### src/hdl/acbc_pkg.sv
// ============================================================================
// acbc_pkg
// Shared types, constants and AES round functions for the CBC codec.
// ============================================================================
package acbc_pkg;

    localparam int BLOCK_BYTES = 16;
    localparam int NUM_ROUNDS  = 10;
    localparam int RK_ROWS     = NUM_ROUNDS + 1;
    localparam int RK_AW       = $clog2(RK_ROWS);

    typedef logic [127:0]     t_block;
    typedef logic [7:0]       t_byte;
    typedef logic [RK_AW-1:0] t_rk_addr;
    typedef logic [7:0]       t_byte_tab [256];

    // configuration register indexes
    typedef enum logic [1:0] {
        CFG_KEY_HIGH = 2'd0,
        CFG_KEY_LOW  = 2'd1,
        CFG_DECRYPT  = 2'd2
    } t_cfg_idx;

    // key schedule control, top to key store
    typedef struct packed {
        logic     start;
        t_rk_addr rd_addr;
    } t_ks_ctl;

    localparam t_byte_tab SBOX = '{
        8'h63, 8'h7c, 8'h77, 8'h7b, 8'hf2, 8'h6b, 8'h6f, 8'hc5,
        8'h30, 8'h01, 8'h67, 8'h2b, 8'hfe, 8'hd7, 8'hab, 8'h76,
        8'hca, 8'h82, 8'hc9, 8'h7d, 8'hfa, 8'h59, 8'h47, 8'hf0,
        8'had, 8'hd4, 8'ha2, 8'haf, 8'h9c, 8'ha4, 8'h72, 8'hc0,
        8'hb7, 8'hfd, 8'h93, 8'h26, 8'h36, 8'h3f, 8'hf7, 8'hcc,
        8'h34, 8'ha5, 8'he5, 8'hf1, 8'h71, 8'hd8, 8'h31, 8'h15,
        8'h04, 8'hc7, 8'h23, 8'hc3, 8'h18, 8'h96, 8'h05, 8'h9a,
        8'h07, 8'h12, 8'h80, 8'he2, 8'heb, 8'h27, 8'hb2, 8'h75,
        8'h09, 8'h83, 8'h2c, 8'h1a, 8'h1b, 8'h6e, 8'h5a, 8'ha0,
        8'h52, 8'h3b, 8'hd6, 8'hb3, 8'h29, 8'he3, 8'h2f, 8'h84,
        8'h53, 8'hd1, 8'h00, 8'hed, 8'h20, 8'hfc, 8'hb1, 8'h5b,
        8'h6a, 8'hcb, 8'hbe, 8'h39, 8'h4a, 8'h4c, 8'h58, 8'hcf,
        8'hd0, 8'hef, 8'haa, 8'hfb, 8'h43, 8'h4d, 8'h33, 8'h85,
        8'h45, 8'hf9, 8'h02, 8'h7f, 8'h50, 8'h3c, 8'h9f, 8'ha8,
        8'h51, 8'ha3, 8'h40, 8'h8f, 8'h92, 8'h9d, 8'h38, 8'hf5,
        8'hbc, 8'hb6, 8'hda, 8'h21, 8'h10, 8'hff, 8'hf3, 8'hd2,
        8'hcd, 8'h0c, 8'h13, 8'hec, 8'h5f, 8'h97, 8'h44, 8'h17,
        8'hc4, 8'ha7, 8'h7e, 8'h3d, 8'h64, 8'h5d, 8'h19, 8'h73,
        8'h60, 8'h81, 8'h4f, 8'hdc, 8'h22, 8'h2a, 8'h90, 8'h88,
        8'h46, 8'hee, 8'hb8, 8'h14, 8'hde, 8'h5e, 8'h0b, 8'hdb,
        8'he0, 8'h32, 8'h3a, 8'h0a, 8'h49, 8'h06, 8'h24, 8'h5c,
        8'hc2, 8'hd3, 8'hac, 8'h62, 8'h91, 8'h95, 8'he4, 8'h79,
        8'he7, 8'hc8, 8'h37, 8'h6d, 8'h8d, 8'hd5, 8'h4e, 8'ha9,
        8'h6c, 8'h56, 8'hf4, 8'hea, 8'h65, 8'h7a, 8'hae, 8'h08,
        8'hba, 8'h78, 8'h25, 8'h2e, 8'h1c, 8'ha6, 8'hb4, 8'hc6,
        8'he8, 8'hdd, 8'h74, 8'h1f, 8'h4b, 8'hbd, 8'h8b, 8'h8a,
        8'h70, 8'h3e, 8'hb5, 8'h66, 8'h48, 8'h03, 8'hf6, 8'h0e,
        8'h61, 8'h35, 8'h57, 8'hb9, 8'h86, 8'hc1, 8'h1d, 8'h9e,
        8'he1, 8'hf8, 8'h98, 8'h11, 8'h69, 8'hd9, 8'h8e, 8'h94,
        8'h9b, 8'h1e, 8'h87, 8'he9, 8'hce, 8'h55, 8'h28, 8'hdf,
        8'h8c, 8'ha1, 8'h89, 8'h0d, 8'hbf, 8'he6, 8'h42, 8'h68,
        8'h41, 8'h99, 8'h2d, 8'h0f, 8'hb0, 8'h54, 8'hbb, 8'h16
    };

    // inverse table built at elaboration from the forward one
    function automatic t_byte_tab f_make_inv();
        t_byte_tab t;
        for (int i = 0; i < 256; i++) begin
            t[SBOX[i]] = t_byte'(i);
        end
        return t;
    endfunction

    localparam t_byte_tab INV_SBOX = f_make_inv();

    function automatic t_byte f_xt(t_byte b);
        return {b[6:0], 1'b0} ^ (b[7] ? 8'h1b : 8'h00);
    endfunction

    function automatic t_block f_sub(t_block s, logic inv);
        t_block o;
        for (int i = 0; i < BLOCK_BYTES; i++) begin
            o[8*i +: 8] = inv ? INV_SBOX[s[8*i +: 8]] : SBOX[s[8*i +: 8]];
        end
        return o;
    endfunction

    // byte i of a block sits at bits [127-8i -: 8]
    function automatic t_block f_shift(t_block s, logic inv);
        t_block o;
        int src;
        int dst;
        for (int c = 0; c < 4; c++) begin
            for (int r = 0; r < 4; r++) begin
                if (inv) begin
                    dst = ((c + r) & 3) * 4 + r;
                    src = c * 4 + r;
                end else begin
                    dst = c * 4 + r;
                    src = ((c + r) & 3) * 4 + r;
                end
                o[127 - 8*dst -: 8] = s[127 - 8*src -: 8];
            end
        end
        return o;
    endfunction

    function automatic t_block f_mix(t_block s, logic inv);
        t_block o;
        t_byte  a [4];
        t_byte  x2 [4];
        t_byte  x4 [4];
        t_byte  x8 [4];
        for (int c = 0; c < 4; c++) begin
            for (int k = 0; k < 4; k++) begin
                a[k]  = s[127 - 8*(4*c + k) -: 8];
                x2[k] = f_xt(a[k]);
                x4[k] = f_xt(x2[k]);
                x8[k] = f_xt(x4[k]);
            end
            for (int r = 0; r < 4; r++) begin
                if (inv) begin
                    o[127 - 8*(4*c + r) -: 8] =
                        (x8[r] ^ x4[r] ^ x2[r]) ^
                        (x8[(r+1)&3] ^ x2[(r+1)&3] ^ a[(r+1)&3]) ^
                        (x8[(r+2)&3] ^ x4[(r+2)&3] ^ a[(r+2)&3]) ^
                        (x8[(r+3)&3] ^ a[(r+3)&3]);
                end else begin
                    o[127 - 8*(4*c + r) -: 8] =
                        x2[r] ^ (x2[(r+1)&3] ^ a[(r+1)&3]) ^
                        a[(r+2)&3] ^ a[(r+3)&3];
                end
            end
        end
        return o;
    endfunction

endpackage

### src/hdl/acbc_keysched.sv
// ============================================================================
// acbc_keysched
// Round key memory with a one-row-per-cycle expansion engine.
// ============================================================================
module acbc_keysched (
    input  logic                   i_clk,
    input  logic                   i_rst_n,
    input  acbc_pkg::t_block       i_key,
    input  acbc_pkg::t_ks_ctl      i_ctl,
    output logic                   o_busy,
    output acbc_pkg::t_block       o_rd_data
);
    import acbc_pkg::*;

    t_block   r_mem [RK_ROWS];
    t_block   r_rk;
    t_byte    r_rcon;
    t_rk_addr r_idx;
    logic     r_busy;
    t_block   r_rd;
    t_block   n_rk;
    logic [31:0] w_rot;
    logic [31:0] w_t;

    always_comb begin
        w_rot = {r_rk[23:0], r_rk[31:24]};
        w_t   = {SBOX[w_rot[31:24]] ^ r_rcon, SBOX[w_rot[23:16]],
                 SBOX[w_rot[15:8]], SBOX[w_rot[7:0]]};
        n_rk[127:96] = r_rk[127:96] ^ w_t;
        n_rk[95:64]  = r_rk[95:64] ^ n_rk[127:96];
        n_rk[63:32]  = r_rk[63:32] ^ n_rk[95:64];
        n_rk[31:0]   = r_rk[31:0] ^ n_rk[63:32];
    end

    always_ff @(posedge i_clk) begin
        if (!i_rst_n) begin
            r_busy <= 1'b0;
            r_idx  <= '0;
        end else if (i_ctl.start) begin
            r_busy <= 1'b1;
            r_idx  <= '0;
            r_rk   <= i_key;
            r_rcon <= 8'h01;
        end else if (r_busy) begin
            r_rk   <= n_rk;
            r_rcon <= f_xt(r_rcon);
            r_idx  <= r_idx + 1'b1;
            if (r_idx == t_rk_addr'(NUM_ROUNDS)) begin
                r_busy <= 1'b0;
            end
        end
    end

    // single write port, single registered read port
    always_ff @(posedge i_clk) begin
        if (r_busy) begin
            r_mem[r_idx] <= r_rk;
        end
        r_rd <= r_mem[i_ctl.rd_addr];
    end

    assign o_busy    = r_busy;
    assign o_rd_data = r_rd;

endmodule

### config.mk
export PLATFORM = sky130hd
export DESIGN_NAME = acbc_keysched
export DESIGN_NICKNAME = d
export VERILOG_FILES = /design/src/hdl/acbc_pkg.sv /design/src/hdl/acbc_keysched.sv
export SDC_FILE = /design/constraint.sdc
export NUM_CORES = 2
export LEC_CHECK = 0
export CAP_MARGIN = 20
export CORE_MARGIN = 4
export CORE_UTILIZATION = 45
export CTS_CLUSTER_SIZE = 14
export DETAILED_ROUTE_END_ITERATION = 16
export DONT_BUFFER_PORTS = 1
export PLACE_DENSITY = 0.71
export SYNTH_ARGS = -nofsm -noshare
export SYNTH_HDL_FRONTEND = slang
export SYNTH_SLANG_ARGS = --single-unit
export TNS_END_PERCENT = 1
### constraint.sdc
create_clock -name i_clk -period 8.02 [get_ports i_clk]
set_clock_uncertainty 0.2 [all_clocks]
set_input_delay 2.005 -clock i_clk [delete_from_list [all_inputs] [get_ports i_clk]]
set_output_delay 2.005 -clock i_clk [all_outputs]
set_load 0.02 [all_outputs]
* Yosys cells after proc, flatten, opt, wreduce, memory -nomap -nowiden
Memory sizes are Yosys's and may differ from the RTL's. A register that Yosys moved wholly into a read port is not among the register bits. Cells that the tools add are included.
Word-level totals: flip-flop bits (word level) 141, RAM bits 1408, memory bits (read-only) 8192, bits of input ports 135, memories kept 5
Cells by class: add/subtract/negate cells 1, order comparisons 4, eq/ne operators 1, muxes and demuxes 17, bitwise logic cells 11, reduce and logical (&&, ||, !) cells 3
Memories:
- (no name shown) | words 256, width 8, rd ports 1, clocked after Yosys merged registers in 0, wr ports 0, line acbc_keysched.sv:28 | SBOX[w_rot[15:8]], SBOX[w_rot[7:0]]};
- (no name shown) | words 256, width 8, rd ports 1, clocked after Yosys merged registers in 0, wr ports 0, line acbc_keysched.sv:28
- (no name shown) | words 256, width 8, rd ports 1, clocked after Yosys merged registers in 0, wr ports 0, line acbc_keysched.sv:27 | w_t = {SBOX[w_rot[31:24]] ^ r_rcon, SBOX[w_rot[23:16]],
- (no name shown) | words 256, width 8, rd ports 1, clocked after Yosys merged registers in 0, wr ports 0, line acbc_keysched.sv:27
- r_mem | words 11, width 128, rd ports 1, clocked after Yosys merged registers in 1, wr ports 1, line acbc_keysched.sv:15 | t_block r_mem [RK_ROWS];
Operators by type and width (number):
- 128-bit 2-to-1 mux | 2
- 32-bit XOR | 4
- 8-bit 2-to-1 mux | 9
- 9-bit greater-or-equal comparator, second input constant | 4
- 8-bit inverter with 9-bit output | 4
- 8-bit by 5-bit XOR with 8-bit output | 1
- 8-bit XOR | 1
- 1-bit 2-to-1 mux | 5
- 5-bit 2-to-1 mux | 1
- 4-bit by 1-bit adder with 4-bit output, second input constant | 1
- 4-bit == test, second input constant | 1
- 2-bit AND reduction | 1
- 2-bit nonzero test | 1
- 2-bit OR reduction | 1
- 1-bit inverter | 1

* Depth between registers and ports, before layout
depth after elaboration 11, depth in mapped cells 14, gate-level depth less buffers 11

* Least setup slack after synthesis
No wires, ideal clock.
path type input to register, start point input port i_ctl[4] (netlist bit), end point register r_rcon[0] (enable), library setup time 0.507 ns, arrival 5.929 ns, required time 7.313 ns, slack 1.384 ns, stages 4, cells stage by stage clkbuf_1 -> clkbuf_1 -> clkbuf_1 -> o21a_1
Between the ends: longest elaborated chain between the ends 2
RTL lines:
- start, declared | line acbc_keysched.sv:9 | input acbc_pkg::t_ks_ctl i_ctl,
- 2-bit nonzero test (no source line)
- 2-bit AND reduction (no source line)
- end signal, assigned | line acbc_keysched.sv:46 | r_rcon <= f_xt(r_rcon);
- end, declared | line acbc_keysched.sv:17 | t_byte r_rcon;
Every way passes these cells. A chain may end at the register's enable or synchronous reset.

* Worst setup path after layout
start point register r_rk[1], end point register r_rk[43], data pin
Between the ends: longest elaborated chain between the ends 9
RTL lines:
- start, declared | line acbc_keysched.sv:16 | t_block r_rk;
- start signal, assigned | line acbc_keysched.sv:42 | r_rk <= i_key;
- start signal, assigned | line acbc_keysched.sv:45 | r_rk <= n_rk;
- 8-bit inverter with 9-bit output (implied by the code) | line acbc_keysched.sv:28
- memory 256 x 8 bit
- 8-bit 2-to-1 mux (implied by the code) (2 in a row) | line acbc_keysched.sv:28
- 32-bit XOR | line acbc_keysched.sv:29 | n_rk[127:96] = r_rk[127:96] ^ w_t;
- 32-bit XOR | line acbc_keysched.sv:30 | n_rk[95:64] = r_rk[95:64] ^ n_rk[127:96];
- 32-bit XOR | line acbc_keysched.sv:31 | n_rk[63:32] = r_rk[63:32] ^ n_rk[95:64];
- 128-bit 2-to-1 mux | line acbc_keysched.sv:44 | end else if (r_busy) begin
- 128-bit 2-to-1 mux | line acbc_keysched.sv:39 | end else if (i_ctl.start) begin
Every way passes these cells. The select of a mux whose other input is x is not followed.

==> out/qor.yml <==
r2r_cells: 11
slowest_delay_ns: 0.83
p_int_mw: 17.03
fp.coreArea_um2: 171700
arrival_ns: 5.78
io_buffer_count: 0
io_pins: 264
firstDrtPassIters: 6
gp_congestion: 1.001
rows: 152
finalHoldViolCount: 0
dr.first_iter.drc_count: 7954
place_ws_ns: 2.765
die_h_um: 423.7
start_util: 0.4528
min_path_cells: 1
drv_slew: 0
cts-hold-fix-buffers: 0
combPwrFrac: 0.261
grt_pass1_vias: 47186
wl_mm: 243.6
reg2reg_slack_ns: 2.61
ant_nets: 0
top_layer_used: "met5"
critPathMaxFanout: 15
cts_max_level: 4
critPathRequiredTime_ns: 8.39
fill_cells: 14058
status: "complete, no violations"
fin_crit_ns: 5.412
synthToLayoutAreaGrowth_pct: 9.332
final_common_cell: "edfxtp_1"
netlist.area_leader.share: 0.5962
async_flop_share: 0
syn_nets: 5254
synth_edf_count: 1544
cts_made_buffers: 165
syn_avg_cell_area_um2: 15.38
place_hpwl_mm: 143.2
dr_wl_met3_mm: 20.60
final_cell_mix: "edfxtp_1 (1544), mux4_2 (407), nand2_1 (261), o21ai_0 (232), a21oi_1 (191)"
crit_slowest_cell: "xnor2_1"
ys_seq_area_frac: 0.6305
num-nets-final: 5068
cts_root_buf: "clkbuf_16"
tightest_slew_ns: 1.307
grt_pass1_wl_mm: 348.1
power_mw: 25.32
drive_above_1_share: 0.1959
power_switching_mw: 8.286
start_kind: "flop"
fmax_ghz: 0.1848
hold_path.class: "reg2reg"
maxCapViolations: 0
p_per_area_nw_per_um2: 297.8
yosysTopAreaCell: "edfxtp_1"
p_leak_nw: 27.22
worstSetupPathType: "reg2reg"
max_slew_margin: 0.1286
endpoint_kind: "flop"
clockBufferDepth: 3
synth.ff_latch_count: 1677
cts_tree: "done"
synth_area_leaders: "edfxtp_1 (60%), mux4_2 (12%), dfxtp_1 (3.4%)"
postSynthCellCount: 5055
pwr-share-seq: 0.432
grt_overflow: 0
critPathBufInv: 1
drc: 0
wl_per_cell_um: 33.15
ys_types: 106
grt_max_degree: 385
yosys_warnings: 0
finalSetupTns_ns: 0
cts_setup_buffers: 0
track_usage: 0.2661
cp_num_cells: 11
viasPerCell: 6.599
antenna_found_initial: 44
ir_drop_v: 0.0002387
path_cells: "inv_1 > ha_1 > a21oi_1 > nand2_1 > and3_1 > o41ai_1 > o32a_1 > nand4_1 > xnor2_1 > xor2_1 > mux2_2"
timing.final.crit_share: 0.6748
num_vias: 48496
cts.clk_slew.worst_paths_ns: 0.06
rsz0062_at_grt: "false"
cts_resized: 0
cts_sinks: 1677
cp_top_family: "compound AO/OA/AOI/OAI gates"
wl_met2_mm: 117.3
die_w_um: 423.7
clock_power_share: 0.307
clk_latency_ns: 0.84
syn_area_um2: 77760
die_area_um2: 179500
synthFlopType: "edfxtp_1"
wl_met1_mm: 92.52
setup-violations-final: 0
p_sw_frac: 0.3273
setup_slack_ns: 2.608
## kinds of logic (layout without fill, tap and decap cells)
family | Yosys count | after routing | share of synthesized area
adder cells (fa/ha/maj) | 64 | 64 | 0.01030
XOR/XNOR | 159 | 159 | 0.02415
AO/OA/AOI/OAI | 1027 | 1027 | 0.09155
AND/OR/NAND/NOR | 1029 | 1029 | 0.06750
multiplexers | 626 | 626 | 0.1491
buffers and inverters | 473 | 426 | 0.02695
flip-flops | 1677 | 1677 | 0.6305
other | 0 | 31 | 0
## sequential cells by signal (all words and copies together), names as in the netlist
signal / count
r_mem: 1408
o_rd_data: 128
r_rk: 128
r_rcon: 8
r_idx: 4
o_busy: 1
## worst reg2reg max path: stages (launching register included)
cell and delay (ns):
edfxtp_1 0.38, inv_1 0.69, ha_1 0.65, a21oi_1 0.54
nand2_1 0.08, and3_1 0.20, o41ai_1 0.63, o32a_1 0.28
nand4_1 0.14, xnor2_1 0.83, xor2_1 0.21, mux2_2 0.32
## routing by layer
metal	GRT usage	vias up
li1	-	19939
met1	0.3501	25059
met2	0.4241	2948
met3	0.04951	546
met4	0.1388	4
met5	0	-
## power by group through the flow
stage | registers (mW) | logic (mW) | clock network, mW
final | 10.9 | 6.60 | 7.77
after global routing | 11.0 | 6.90 | 8.27
after CTS | 10.9 | 6.40 | 7.88
after detailed placement | 11.1 | 6.37 | 0
after global placement | 11.1 | 6.42 | 0
after floorplan | 10.9 | 4.44 | 0
## cells in the mapped netlist (95+ instances only)
cell	instances
a21oi_1	192
buf_2	119
clkbuf_1	198
dfxtp_1	133
edfxtp_1	1544
mux2_2	179
mux4_2	407
nand2_1	261
nand2b_1	99
nor2_1	182
nor2b_1	95
o21ai_0	232
## final cells by class
class / instances / area (um2) / share of cell area
antenna: 31 / 77.57 / 0.0009124
inverter: 49 / 183.9 / 0.002163
sequential: 1677 / 49030 / 0.5767
tap: 2310 / 2890 / 0.03400
multi-input combinational: 2905 / 26680 / 0.3138
clock inverter: 77 / 888.4 / 0.01045
clock buffer: 229 / 4553 / 0.05355
timing repair buffer: 71 / 720.7 / 0.008477
## metrics by stage
step	util	hold slack, ns	area [um2]	cells
floorplan	-	0.3276	77760	5055
global placement	0.4629	0.3399	79500	7012
detailed placement	0.4629	0.3432	79500	7012
CTS	0.4946	0.3456	84940	7318
global route	0.4950	0.3699	85000	7343
finish	0.4951	0.3485	85020	7349
## worst paths after layout
path / start / end
hold / removal: r_mem[10][123] / o_rd_data[123]
hold reg to reg: r_mem[10][123] / o_rd_data[123]
setup / recovery: r_rk[1] / r_rk[43]
setup reg to reg: r_rk[1] / r_rk[43]
Power figures use the tool's default switching activity.
